<file path="src/design/nmr_pkg.sv">
// ----------------------------------------------------------------------------
// nmr_pkg
// Shared types and constants for the name to port registry: item structs,
// status codes, name width and the preloaded first entry.
// ----------------------------------------------------------------------------
`default_nettype none

package nmr_pkg;

    localparam int TABLE_ENTRIES_DEF = 32;
    localparam int NAME_BYTES        = 32;
    localparam int NAME_BITS         = 256;
    localparam int PORT_BITS         = 31;

    typedef logic [NAME_BITS-1:0] name_t;
    typedef logic [PORT_BITS-1:0] port_t;

    typedef enum logic [1:0] {
        ST_OK   = 2'd0,
        ST_DUP  = 2'd1,
        ST_FULL = 2'd2
    } status_t;

    // entry 0 after reset: "namer" with port 1
    localparam name_t FIRST_NAME = NAME_BITS'(64'h0000_0072_656d_616e);
    localparam port_t FIRST_PORT = PORT_BITS'(1);

    typedef struct packed {
        port_t       port_number;
        logic [63:0] name_bytes_0_7;
        logic [63:0] name_bytes_8_15;
        logic [63:0] name_bytes_16_23;
        logic [63:0] name_bytes_24_31;
    } request_t;

    typedef struct packed {
        status_t status;
        port_t   found_port;
    } result_t;

    typedef struct packed {
        logic rd_en;
        logic wr_en;
    } mem_ctl_t;

endpackage

`default_nettype wire

</file>
<file path="src/design/nmr_name_norm.sv">
// ----------------------------------------------------------------------------
// nmr_name_norm
// Name normalisation: clears byte 31 and every byte after the first zero
// byte, so that whole-word equality matches string equality.
// ----------------------------------------------------------------------------
`default_nettype none

module nmr_name_norm (
    input  wire nmr_pkg::request_t request,
    output nmr_pkg::name_t         name
);
    import nmr_pkg::*;

    logic [NAME_BYTES-1:0][7:0] raw;
    logic [NAME_BYTES-1:0][7:0] clean;
    logic [NAME_BYTES-1:0]      is_zero;
    logic [NAME_BYTES-1:0]      ended;

    assign raw = {request.name_bytes_24_31, request.name_bytes_16_23,
                  request.name_bytes_8_15, request.name_bytes_0_7};

    always_comb
    begin
        for (int b = 0; b < NAME_BYTES; b++)
        begin
            is_zero[b] = (raw[b] == 8'd0) || (b == NAME_BYTES - 1);
        end
        for (int b = 0; b < NAME_BYTES; b++)
        begin
            // any terminator below this byte
            ended[b] = |(is_zero & ((NAME_BYTES'(1) << b) - NAME_BYTES'(1)));
            clean[b] = (ended[b] || (b == NAME_BYTES - 1)) ? 8'd0 : raw[b];
        end
    end

    assign name = clean;

endmodule

`default_nettype wire

</file>
<file path="config.mk">
export PLATFORM = sky130hd
export DESIGN_NAME = nmr_name_norm
export DESIGN_NICKNAME = d
export VERILOG_FILES = /design/src/design/nmr_pkg.sv /design/src/design/nmr_name_norm.sv
export SDC_FILE = /design/constraint.sdc
export NUM_CORES = 1
export LEC_CHECK = 0
export BUFFER_PORTS_ARGS = -buffer_cell sky130_fd_sc_hd__buf_2
export CAP_MARGIN = 30
export CORE_AREA = 3 3 209 211
export DETAILED_ROUTE_END_ITERATION = 7
export DIE_AREA = 0 0 212 214
export PLACE_DENSITY_LB_ADDON = 0.1
export SLEW_MARGIN = 0
export SYNTH_ARGS = -nofsm -noshare
export SYNTH_HDL_FRONTEND = slang
export SYNTH_SLANG_ARGS = --single-unit
</file>
<file path="constraint.sdc">
create_clock -name vclk -period 4.26
set_clock_uncertainty 0.2 [all_clocks]
set_input_delay 1.065 -clock vclk [all_inputs]
set_output_delay 1.065 -clock vclk [all_outputs]
set_load 0.1 [all_outputs]
</file>
### Word-level counts from Yosys, hierarchy flattened

Cells that the tools add are included.

| cells by class | value |
|---|---|
| reductions and logical operators | 59 |
| muxes and demuxes | 30 |

Operator list:

| operator | number |
|---|---|
| 8-bit logical NOT | 30 |
| 8-bit 2-to-1 mux | 30 |
| 30-bit OR reduction | 1 |
| 29-bit OR reduction | 1 |
| 28-bit OR reduction | 1 |
| 27-bit OR reduction | 1 |
| 26-bit OR reduction | 1 |
| 25-bit OR reduction | 1 |
| 24-bit OR reduction | 1 |
| 23-bit OR reduction | 1 |
| 22-bit OR reduction | 1 |
| 21-bit OR reduction | 1 |
| 20-bit OR reduction | 1 |
| 19-bit OR reduction | 1 |
| 18-bit OR reduction | 1 |
| 17-bit OR reduction | 1 |
| 16-bit OR reduction | 1 |
| 15-bit OR reduction | 1 |
| 14-bit OR reduction | 1 |
| 13-bit OR reduction | 1 |
| 12-bit OR reduction | 1 |
| 11-bit OR reduction | 1 |
| 10-bit OR reduction | 1 |
| 9-bit OR reduction | 1 |
| 7 further kinds | 7 |

| storage, ports and cells | value |
|---|---|
| bits of input ports | 287 |
| bits in registers | 0 |
| output and inout port bits | 256 |
| word-level logic and storage cells | 89 |

### Logic depth before layout (Yosys ltp)

| logic depth | value |
|---|---|
| word-level depth | 3 |
| gate-level depth with buffers | 9 |
| mapped depth without buffers | 5 |

### Worst setup path after synthesis

OpenSTA, ideal clock, no wires.

| path | value |
|---|---|
| kind | input -> output |
| start point | input port request[84] (netlist bit) |
| end point | output port name[200] |
| path buffers | 2 |
| stages on the path | 7 |
| arrival time | 4266 ps |
| slack | -1271 ps |
| required time | 2995 ps |
| path through | or4_1 > nor2_1 > a2111oi_4 > nand3_1 > buf_4 > buf_4 > nor3_1 |

| between the ends | value |
|---|---|
| cells in the longest elaborated chain, start to end | 3 |

Ends and longest elaborated chain:

| what | line | RTL |
|---|---|---|
| start: declaration | nmr_name_norm.sv:9 | `input wire nmr_pkg::request_t request,` |
| 8-bit logical NOT | nmr_name_norm.sv:26 | `is_zero[b] = (raw[b] == 8'd0) \|\| (b == NAME_BYTES - 1);` |
| 25-bit OR reduction | nmr_name_norm.sv:31 | `ended[b] = \|(is_zero & ((NAME_BYTES'(1) << b) - NAME_BYTES'(1)));` |
| 8-bit 2-to-1 mux | nmr_name_norm.sv:32 | `clean[b] = (ended[b] \|\| (b == NAME_BYTES - 1)) ? 8'd0 : raw[b];` |
| end: declaration | nmr_name_norm.sv:10 | `output nmr_pkg::name_t name` |

No other way between the ends.

### Worst setup path in the final report

| path | value |
|---|---|
| start point | input port request[225] (netlist bit) |
| end point | output port name[227] |

| between the ends | value |
|---|---|
| cells in the longest elaborated chain, start to end | 3 |

Ends and longest elaborated chain:

| what | line |
|---|---|
| 8-bit logical NOT | nmr_name_norm.sv:26 |
| 28-bit OR reduction | nmr_name_norm.sv:31 |
| 8-bit 2-to-1 mux | nmr_name_norm.sv:32 |

No other way between the ends.

==> impl_metrics.py <==
metrics = {
    "placed_design": {
        "hpwlAfterDp_um": 26460,
        "placed_cells": 1622,
        "place_congestion": 0.7926,
        "io_buffers": 496,
        "post-place-ws_ns": -0.3560,
        "placed_area_sq_mm": 0.008830,
    },
    "hold_path": {
        "min_path_cells": 4,
        "worstHoldStart": "request[19]",
        "hold_path_end": "name[211]",
        "hold_path.class": "in2out",
    },
    "routing": {
        "dr.pass1.iters": 6,
        "post_drt_wl_per_cell_um": 18.20,
        "via_per_inst": 3.770,
        "top_layer": "met4",
        "wl_met2_um": 16320,
        "drtAntennaViolNets": 0,
        "drc": 0,
        "drt-met1-wl_um": 10980,
        "initialDrtViolationCount": 231,
        "wirelength_um": 29640,
        "wl_met3_um": 2042,
        "num_vias": 6141,
    },
    "clocking": {
        "postCtsHoldBufs": 0,
    },
    "finish": {
        "final_nets": 1377,
        "num-clock-buffers": 0,
        "drive_gt1_share_pct": 67.46,
        "flops_and_latches": 0,
        "layoutNonFillerInstCount": 1629,
        "regArea_sq_um": 0,
        "syn_to_final_growth_pct": 214.2,
        "fin_area_sq_mm": 0.009408,
        "post-route-util_pct": 22.43,
    },
    "setup_path": {
        "arrival_ns": 2.91,
        "path_max_fanout": 12,
        "timing_worst_setup_path_type": "in2out",
        "worst_setup_path_end_kind": "output pin",
        "start_kind": "input pin",
        "required_ns": 2.99,
    },
    "logic_synthesis": {
        "synth_cells": 559,
        "ys_warn_count": 0,
        "yosysTopAreaCellShare_pct": 13.58,
        "yosysSeqAreaShare_pct": 0,
        "syn_area_sq_mm": 0.002994,
        "synth.most_common_cell": "nor2_1",
        "avgSynthCellArea_sq_um": 5.356,
        "synth_common_cells": "nor2_1 (85), nand2_1 (76), nor3_1 (66)",
        "synth_area_leaders": "and3_1 (14%), nor3_1 (11%), nor2_1 (11%)",
        "ys_types": 27,
        "synth_top_cell_by_area": "and3_1",
    },
    "timing": {
        "min_period_over_period_pct": 97.92,
        "fin_ws_ns": 0.08856,
        "rsz0062_at_grt": "yes",
        "min_period_ns": 4.171,
        "drv_slew": 0,
        "report.final.hold_viol_count": 0,
        "finalSetupTns_ns": 0,
        "tightest_slew_ns": 0.6013,
        "setup_viol": 0,
        "fmax_mhz": 239.7,
        "hold_slack_ns": 2.301,
        "max-slew-margin-rel_pct": 59.92,
    },
    "floorplanning": {
        "num_rows": 75,
        "die_y_um": 214,
        "start_util_pct": 7.138,
        "ios": 543,
        "die_w_um": 212,
        "die_area_sq_mm": 0.04537,
        "core_area_sq_mm": 0.04195,
    },
    "grt": {
        "grt_max_degree": 57,
        "overflow": 0,
        "grt_pass1_vias": 6601,
        "grt.total_usage_pct": 12.09,
        "grt_first_pass_wirelength_um": 42240,
        "antenna_found_initial": 2,
    },
    "flow_run": {
        "cap_violations": 0,
    },
    "pwr": {
        "p_per_area_mw_per_mm2": 241.1,
        "vdd_drop_max_uv": 121.9,
        "leakagePower_nw": 4.737,
        "power_mw": 2.268,
    },
    "status": {
        "outcome": "completed",
    },
}
-- cell usage in the layout, fill, tap and decap left out, types with 16 or more instances in the layout --
| cell type | netlist | final |
|---|---|---|
| nor3_4 | 0 | 19 |
| nor2_2 | 0 | 32 |
| or4_1 | 18 | 16 |
| and3_1 | 65 | 65 |
| nand3_1 | 34 | 32 |
| nand2_1 | 76 | 74 |
| buf_4 | 19 | 82 |
| buf_6 | 6 | 33 |
| nor4_1 | 43 | 38 |
| nor2_4 | 1 | 35 |
| buf_2 | 10 | 338 |
| buf_12 | 0 | 116 |
| nor2_1 | 85 | 19 |
| nor3_2 | 0 | 46 |
| and2_1 | 42 | 42 |
| inv_1 | 24 | 24 |
-- how the worst max path moves through the flow --
stage                 startpoint  cells after the start         to  slack [ns]
finish              request[225]                      9  name[227]        0.09
global route        request[228]                      9  name[227]      -0.003
CTS                 request[208]                      9  name[178]       -0.01
detailed placement  request[200]                     10  name[113]       -0.36
global placement    request[192]                      7  name[162]       -0.34
floorplan            request[84]                      7  name[200]       -0.46
-- routing by layer --
layer,up-vias,GRT usage (%)
met4,0,1.183
met3,13,2.431
li1,3025,-
met5,-,0
met2,273,24.62
met1,2830,12.96
-- critical path, stage by stage --
cell,delay [ns]
buf_2,0.10
or4_4,0.56
nor2_4,0.12
and4b_1,0.26
nand4_4,0.12
buf_12,0.17
buf_6,0.22
nor3_2,0.09
buf_12,0.17
-- power breakdown --
part | total (mW) | leakage, nW | internal [mW] | switching [mW]
combinational | 2.27 | 4.74 | 0.617 | 1.65
sequential | 0 | 0 | 0 | 0
clock | 0.0000000630 | 0.0000127 | 0.0000000630 | 0
-- logic make-up (layout without fill, tap and decap cells) --
logic type | count (synthesis) | count (layout) | synth area share, %
simple gates | 467 | 467 | 83.08
buf+inv | 85 | 607 | 14.96
compound gates | 6 | 6 | 1.839
other cells | 1 | 10 | 0.1252
-- what timing repair did --
item | 4_1_cts | 5_1_grt
setup buffers | 0 | 2
resized for setup | 107 | 29
pin swaps | 1 | 2
endpoints found under the setup margin | 176 | 175
gates cloned | 1 | 2
-- area by class of cell --
class                      instances  area (sq um)
antenna                            2         5.005
fill                            4747         32540
inverter                          24         90.09
multi-input combinational        481          3450
tap                              539         674.4
timing repair buffer             583          5189
Note: power is estimated with default switching activity, not from simulation.
