## src/design/nmr_pkg.sv

```systemverilog
// ----------------------------------------------------------------------------
// nmr_pkg
// Shared types and constants for the name to port registry: item structs,
// status codes, name width and the preloaded first entry.
// ----------------------------------------------------------------------------
`default_nettype none

package nmr_pkg;

    localparam int TABLE_ENTRIES_DEF = 32;
    localparam int NAME_BYTES        = 32;
    localparam int NAME_BITS         = 256;
    localparam int PORT_BITS         = 31;

    typedef logic [NAME_BITS-1:0] name_t;
    typedef logic [PORT_BITS-1:0] port_t;

    typedef enum logic [1:0] {
        ST_OK   = 2'd0,
        ST_DUP  = 2'd1,
        ST_FULL = 2'd2
    } status_t;

    // entry 0 after reset: "namer" with port 1
    localparam name_t FIRST_NAME = NAME_BITS'(64'h0000_0072_656d_616e);
    localparam port_t FIRST_PORT = PORT_BITS'(1);

    typedef struct packed {
        port_t       port_number;
        logic [63:0] name_bytes_0_7;
        logic [63:0] name_bytes_8_15;
        logic [63:0] name_bytes_16_23;
        logic [63:0] name_bytes_24_31;
    } request_t;

    typedef struct packed {
        status_t status;
        port_t   found_port;
    } result_t;

    typedef struct packed {
        logic rd_en;
        logic wr_en;
    } mem_ctl_t;

endpackage

`default_nettype wire

```

## src/design/nmr_ctrl.sv

```systemverilog
// ----------------------------------------------------------------------------
// nmr_ctrl
// Request sequencer: walks the used entries one read per cycle, compares
// the returned row, and appends on a successful register.
// ----------------------------------------------------------------------------
`default_nettype none

module nmr_ctrl #(
    parameter int TABLE_ENTRIES = nmr_pkg::TABLE_ENTRIES_DEF,
    parameter int IDX_BITS      = $clog2(TABLE_ENTRIES),
    parameter int CNT_BITS      = $clog2(TABLE_ENTRIES + 1)
) (
    input  wire                    clk,
    input  wire                    rst_n,
    input  wire                    start,
    input  wire nmr_pkg::port_t    port_in,
    input  wire nmr_pkg::name_t    name_in,
    output logic                   busy,
    output logic                   done,
    output nmr_pkg::result_t       result,
    output nmr_pkg::mem_ctl_t      ctl,
    output logic [IDX_BITS-1:0]    rd_addr,
    output logic [IDX_BITS-1:0]    wr_addr,
    output nmr_pkg::name_t         wr_name,
    output nmr_pkg::port_t         wr_port,
    input  wire nmr_pkg::name_t    rd_name,
    input  wire nmr_pkg::port_t    rd_port
);
    import nmr_pkg::*;

    typedef enum logic {
        S_IDLE,
        S_SCAN
    } state_t;

    state_t              state_reg, state_next;
    logic [CNT_BITS-1:0] idx_reg, idx_next;
    logic [CNT_BITS-1:0] count_reg, count_next;
    logic                cmp_valid_reg, cmp_valid_next;
    logic                done_reg, done_next;
    result_t             result_reg, result_next;
    name_t               key_reg;
    port_t               port_reg;

    logic is_register;
    logic hit;
    logic finish;
    logic full;

    always_comb
    begin
        is_register = (port_reg != '0);
        ctl.rd_en   = (state_reg == S_SCAN) && (idx_reg < count_reg);
        hit         = cmp_valid_reg &&
                      (is_register ? (rd_port == port_reg) : (rd_name == key_reg));
        finish      = (state_reg == S_SCAN) && !cmp_valid_reg && !ctl.rd_en;
        full        = (count_reg == CNT_BITS'(TABLE_ENTRIES));
        ctl.wr_en   = finish && is_register && !full;

        state_next     = state_reg;
        idx_next       = idx_reg;
        count_next     = count_reg;
        cmp_valid_next = 1'b0;
        done_next      = 1'b0;
        result_next    = result_reg;

        case (state_reg)
            S_IDLE:
            begin
                if (start)
                begin
                    state_next = S_SCAN;
                    idx_next   = '0;
                end
            end
            S_SCAN:
            begin
                cmp_valid_next = ctl.rd_en;
                if (ctl.rd_en)
                begin
                    idx_next = idx_reg + CNT_BITS'(1);
                end
                if (hit)
                begin
                    state_next         = S_IDLE;
                    done_next          = 1'b1;
                    result_next.status = is_register ? ST_DUP : ST_OK;
                    result_next.found_port = is_register ? '0 : rd_port;
                end
                else if (finish)
                begin
                    state_next             = S_IDLE;
                    done_next              = 1'b1;
                    result_next.found_port = '0;
                    result_next.status     = ST_OK;
                    if (is_register && full)
                    begin
                        result_next.status = ST_FULL;
                    end
                    if (ctl.wr_en)
                    begin
                        count_next = count_reg + CNT_BITS'(1);
                    end
                end
            end
            default:
            begin
                state_next = S_IDLE;
            end
        endcase
    end

    always_ff @(posedge clk or negedge rst_n)
    begin
        if (!rst_n)
        begin
            state_reg     <= S_IDLE;
            idx_reg       <= '0;
            count_reg     <= CNT_BITS'(1);
            cmp_valid_reg <= 1'b0;
            done_reg      <= 1'b0;
            result_reg    <= '0;
        end
        else
        begin
            state_reg     <= state_next;
            idx_reg       <= idx_next;
            count_reg     <= count_next;
            cmp_valid_reg <= cmp_valid_next;
            done_reg      <= done_next;
            result_reg    <= result_next;
        end
    end

    always_ff @(posedge clk)
    begin
        if (start && (state_reg == S_IDLE))
        begin
            key_reg  <= name_in;
            port_reg <= port_in;
        end
    end

    assign busy    = (state_reg != S_IDLE);
    assign done    = done_reg;
    assign result  = result_reg;
    assign rd_addr = idx_reg[IDX_BITS-1:0];
    assign wr_addr = count_reg[IDX_BITS-1:0];
    assign wr_name = key_reg;
    assign wr_port = port_reg;

endmodule

`default_nettype wire

```

## config.mk

```make
export PLATFORM = sky130hd
export DESIGN_NAME = nmr_ctrl
export DESIGN_NICKNAME = d
export VERILOG_FILES = /design/src/design/nmr_pkg.sv /design/src/design/nmr_ctrl.sv
export SDC_FILE = /design/constraint.sdc
export NUM_CORES = 1
export LEC_CHECK = 0
export BUFFER_PORTS_ARGS = -buffer_cell sky130_fd_sc_hd__buf_2
export CORE_AREA = 2 2 352 354
export CTS_BUF_LIST = sky130_fd_sc_hd__clkbuf_8
export DETAILED_ROUTE_END_ITERATION = 8
export DIE_AREA = 0 0 354 356
export PLACE_DENSITY = 0.3
export RECOVER_POWER = 100
export SETUP_SLACK_MARGIN = 0.2
export SKIP_CTS_REPAIR_TIMING = 1
export SYNTH_ARGS = -nofsm -noshare
export SYNTH_HDL_FRONTEND = slang
export SYNTH_SLANG_ARGS = --single-unit
export TNS_END_PERCENT = 5
```

## constraint.sdc

```tcl
create_clock -name clk -period 7.2 [get_ports clk]
set_input_delay 0.36 -clock clk [delete_from_list [all_inputs] [get_ports clk]]
set_output_delay 0.36 -clock clk [all_outputs]
set_load 0.005 [all_outputs]
```

* Word level (Yosys, flattened, before mapping) *
Index checks and enable logic that the tools add are counted.

word-level totals
  register bits after elaboration = 335
  bits in latches = 0
  bits in writable memories = 0
  bits in read-only memories = 0
  bits of input ports = 577
  memories kept = 0

operators by class
  $add $sub $neg = 2
  multiply operators = 0
  divide/modulo/power cells = 0
  magnitude comparators = 1
  equality and inequality tests = 5
  shift operators = 0
  mux-type cells = 17
  bitwise operators = 2
  reduce and logical (&&, ||, !) cells = 16

operators with widths
  kind                   number
  $eq A256 B256 Y1       1
  $mux W33               2
  $eq A31 B31 Y1         1
  $mux W31               1
  $reduce_bool A31 Y1    1
  $add A6 B1 Y6 const B  2
  $mux W6                2
  $pmux W6 S2            1
  $mux W1                9
  $logic_and A1 B1 Y1    8
  $eq A6 B6 Y1 const B   1
  $lt A6 B6 Y1           1
  $ne A2 B2 Y1 const B   2
  $reduce_and A2 Y1      2
  $reduce_and A4 Y1      1
  $logic_not A1 Y1       3
  $mux W2                1
  $not A1 Y1             2
  $pmux W1 S2            1
  $reduce_bool A2 Y1     1

* Longest topological paths before layout *
  word-level depth = 7
  depth in mapped cells = 11
  mapped depth without buffers = 11

* Worst setup path after synthesis *
OpenSTA, ideal clock, no wires.

  path type = register to register
  start point = register state_reg (netlist: busy)
  end point = register key_reg[0] (netlist: wr_name[0]) (enable)
  setup time = 0.639 ns
  arrival = 6.265 ns
  slack = 0.297 ns
  stages on the path, launching flop included = 4
  buffers on the path = 0
  period minus slack after synthesis = 6.903 ns
  path through = dfrtp_1 > inv_1 > nand2_1 > inv_1

between the ends
  longest elaborated chain between the ends = 2

ends and longest elaborated chain
  item                    line             text
  from (decl)             nmr_ctrl.sv:36   state_t state_reg, state_next;
  from (signal assigned)  nmr_ctrl.sv:126  state_reg <= state_next;
  $not A1 Y1              -
  $logic_and A1 B1 Y1     nmr_ctrl.sv:137  if (start && (state_reg == S_IDLE))
  to (signal assigned)    nmr_ctrl.sv:139  key_reg <= name_in;
  to (decl)               nmr_ctrl.sv:42   name_t key_reg;

Every way passes these cells.
A chain may end at the register's enable or synchronous reset.

* Final worst setup path *
  start point = register state_reg (netlist: busy)
  end point = register key_reg[58] (netlist: wr_name[58]) (enable)

Same word-level chain as after synthesis.

==> metrics.cfg <==
[outcome]
outcome=complete, but fails checks
violations=capacitance limit, slew limit

[logic_synthesis]
synth_top_family_by_area=XOR/XNOR gates
yosys.area_share.simple=0.0635
synth_area_um2=14000
synthCells=860
muxShareOfSynthArea=0.000804
synth_compound_area_frac=0.0292
synth_fa_ha_area_frac=0.00715
postSynthNetCount=1445
ys_seq_area_frac=0.701
synth_xor_area_frac=0.184
ys_warn_count=0
synth-seq-cells=335
ys_types=38
avgSynthCellArea_um2=16.3

[die]
die_y_um=356
pin_count=911
die_width_um=354
fp-row-count=129
core_um2=123000
initial_utilization=0.114
die_area_um2=126000

[power]
vdd_drop_max_uv=131
p_total_mw=6.45
power_density_nw_per_um2=261
p_leak_nw=9.71

[sta]
max_freq_ghz=0.195
slew_headroom=-1.66
setup-violations-final=0
skew_ns=0.0487
fin_tns_setup_ns=0
min_period_over_period=0.712
rsz0062_at_grt=no
fin_ws_ns=2.07
tightestPinTransition_ns=3.99
slew_violations=291
fin_crit_ns=5.13
hold_violations=0

[hold_path]
holdPathStages=3
min_path_type=in2reg

[detailed_routing]
drt-initial-drc-count=658
vias_per_cell=3.31
wl_um=84300
first_pass_iters=4
ant_nets=0
vias=12800
route.detailed.drc=0
wl_per_cell_um=21.8

[cells_and_area]
finish.utilization=0.201
drive_above_1_share=0.338
fin_nets=2739
stdcell_area_um2=24700
layout_commonest_cell=buf_2
nFillCells=13700
syn_to_final_growth_pct=76.5
largest_reg_flops=256
layout_common_cells=618 x buf_2, 319 x dlygate4sd3_1, 291 x clkbuf_1, 287 x edfxtp_1, 192 x xor2_1

[worst_setup_path]
cp.required_ns=7.43
crit_path_end_kind=flop
startpoint=busy
cp-start-kind=flop
rr_startpoint=busy
reg2reg_setup_slack_ns=2.07
reg2reg_depth=4
r2r_end=wr_name[58]
arrival_ns=5.36
critPathKind=reg2reg
critPathMaxFanout=97
crit_end=wr_name[58]

[placement]
gp_congestion=0.937
pre_cts_slack_ns=3.19
placed_area_um2=20500
io_buffers=910
dp_hpwl_um=70300

[grt]
grt_max_degree=131
grt-ovfl-total=0
antenna_found_initial=35
grtUsageTotal=0.127
grt_pass1_wl_um=108000
grt_pass1_vias=12500

[clock_tree]
clk_pin_slew_ns=0.06
root_buffer=clkbuf_8
cts_tree=done
clkLatencyLatePin_ns=0.76
cts_buffers=73
numClockSinks=335
cts-htree-levels=3
clk_path_buf_depth=3

[run]
max_cap_viol_count=6

cells in the mapped netlist:
cell type	count	area, µm²
nand2_1	11	41.3
nor3_1	5	25.0
o21bai_1	1	7.51
nor3_4	1	16.3
nand4b_1	1	8.76
or2_2	1	6.26
nor4b_1	1	8.76
a22o_1	8	70.1
dfstp_2	1	26.3
buf_4	11	82.6
inv_1	12	45.0
and4_2	1	10.0
dfrtp_1	47	1180
nand4_1	43	269
buf_6	6	67.6
nor2_1	9	33.8
mux2_1	1	11.3
nor4b_2	1	15.0
a21oi_2	1	8.76
o21a_1	1	7.51
nor4_2	2	25.0
edfxtp_1	287	8620
nand3_1	7	35.0
o211ai_1	1	7.51
a22o_2	23	230
nor2_2	1	6.26
o221ai_2	1	15.0
ha_1	8	100
a21o_1	1	7.51
xor2_1	192	1680
nor4_1	59	369
a21oi_1	3	15.0
a211oi_1	1	7.51
nand2b_1	2	12.5
xnor2_1	102	893
or3_1	1	6.26
o21ai_0	5	25.0
o31ai_1	1	7.51
layer usage:
metal	part of all wire	global-route usage
met5	0.0023	0.00491
met4	0.029	0.0436
met3	0.080	0.0517
met2	0.49	0.214
met1	0.40	0.143
power breakdown:
group	switching, mW	leakage, nW	internal [mW]	total, mW
sequential	0.315	3.36	2.58	2.89
clock	1.01	0.783	1.06	2.07
combinational	0.903	5.56	0.584	1.49
critical path, cell delays in order, from the launching register on:
cell,delay (ns)
dfrtp_1,0.43
inv_1,0.23
nand2_1,0.27
inv_8,0.46
clkbuf_1,2.85
logic make-up (layout without fill, tap and decap cells):
logic type	count (synthesis)	count (layout)
simple gates	146	146
xor+xnor	294	294
buf+inv	29	1382
fa+ha+maj	8	8
compound gates	47	47
mux	1	1
flops	335	335
other cells	0	11
layout make-up:
class                   instances  area, µm²  share of cell area
clock buffers                  77       1060              0.0429
inverters                      12       52.6             0.00213
repair buffers               1236       7420               0.300
well taps                    1637       2050              0.0829
diodes                         11       27.5             0.00111
flip-flops and latches        335       9820               0.397
clock inverters                57        305              0.0124
multi-input cells             496       3970               0.161
metrics by stage:
| step | std cells | hold slack (ns) |
|---|---|---|
| after global routing | 3855 | 0.0115 |
| after floorplan | 860 | 0.0644 |
| final | 3861 | 0.0773 |
| after CTS | 3531 | -0.353 |
| after global placement | 3397 | 0.489 |
| after detailed placement | 3397 | 0.472 |
worst min path at each step:
stage	start	slack (ns)	endpoint
final	start	0.08	busy
after global routing	start	0.01	busy
after CTS	rst_n	-0.35	result[3]
after detailed placement	result[32]	0.47	result[32]
after global placement	result[9]	0.49	result[9]
after floorplan	rst_n	0.06	busy
(Power assumes the default switching activity.)
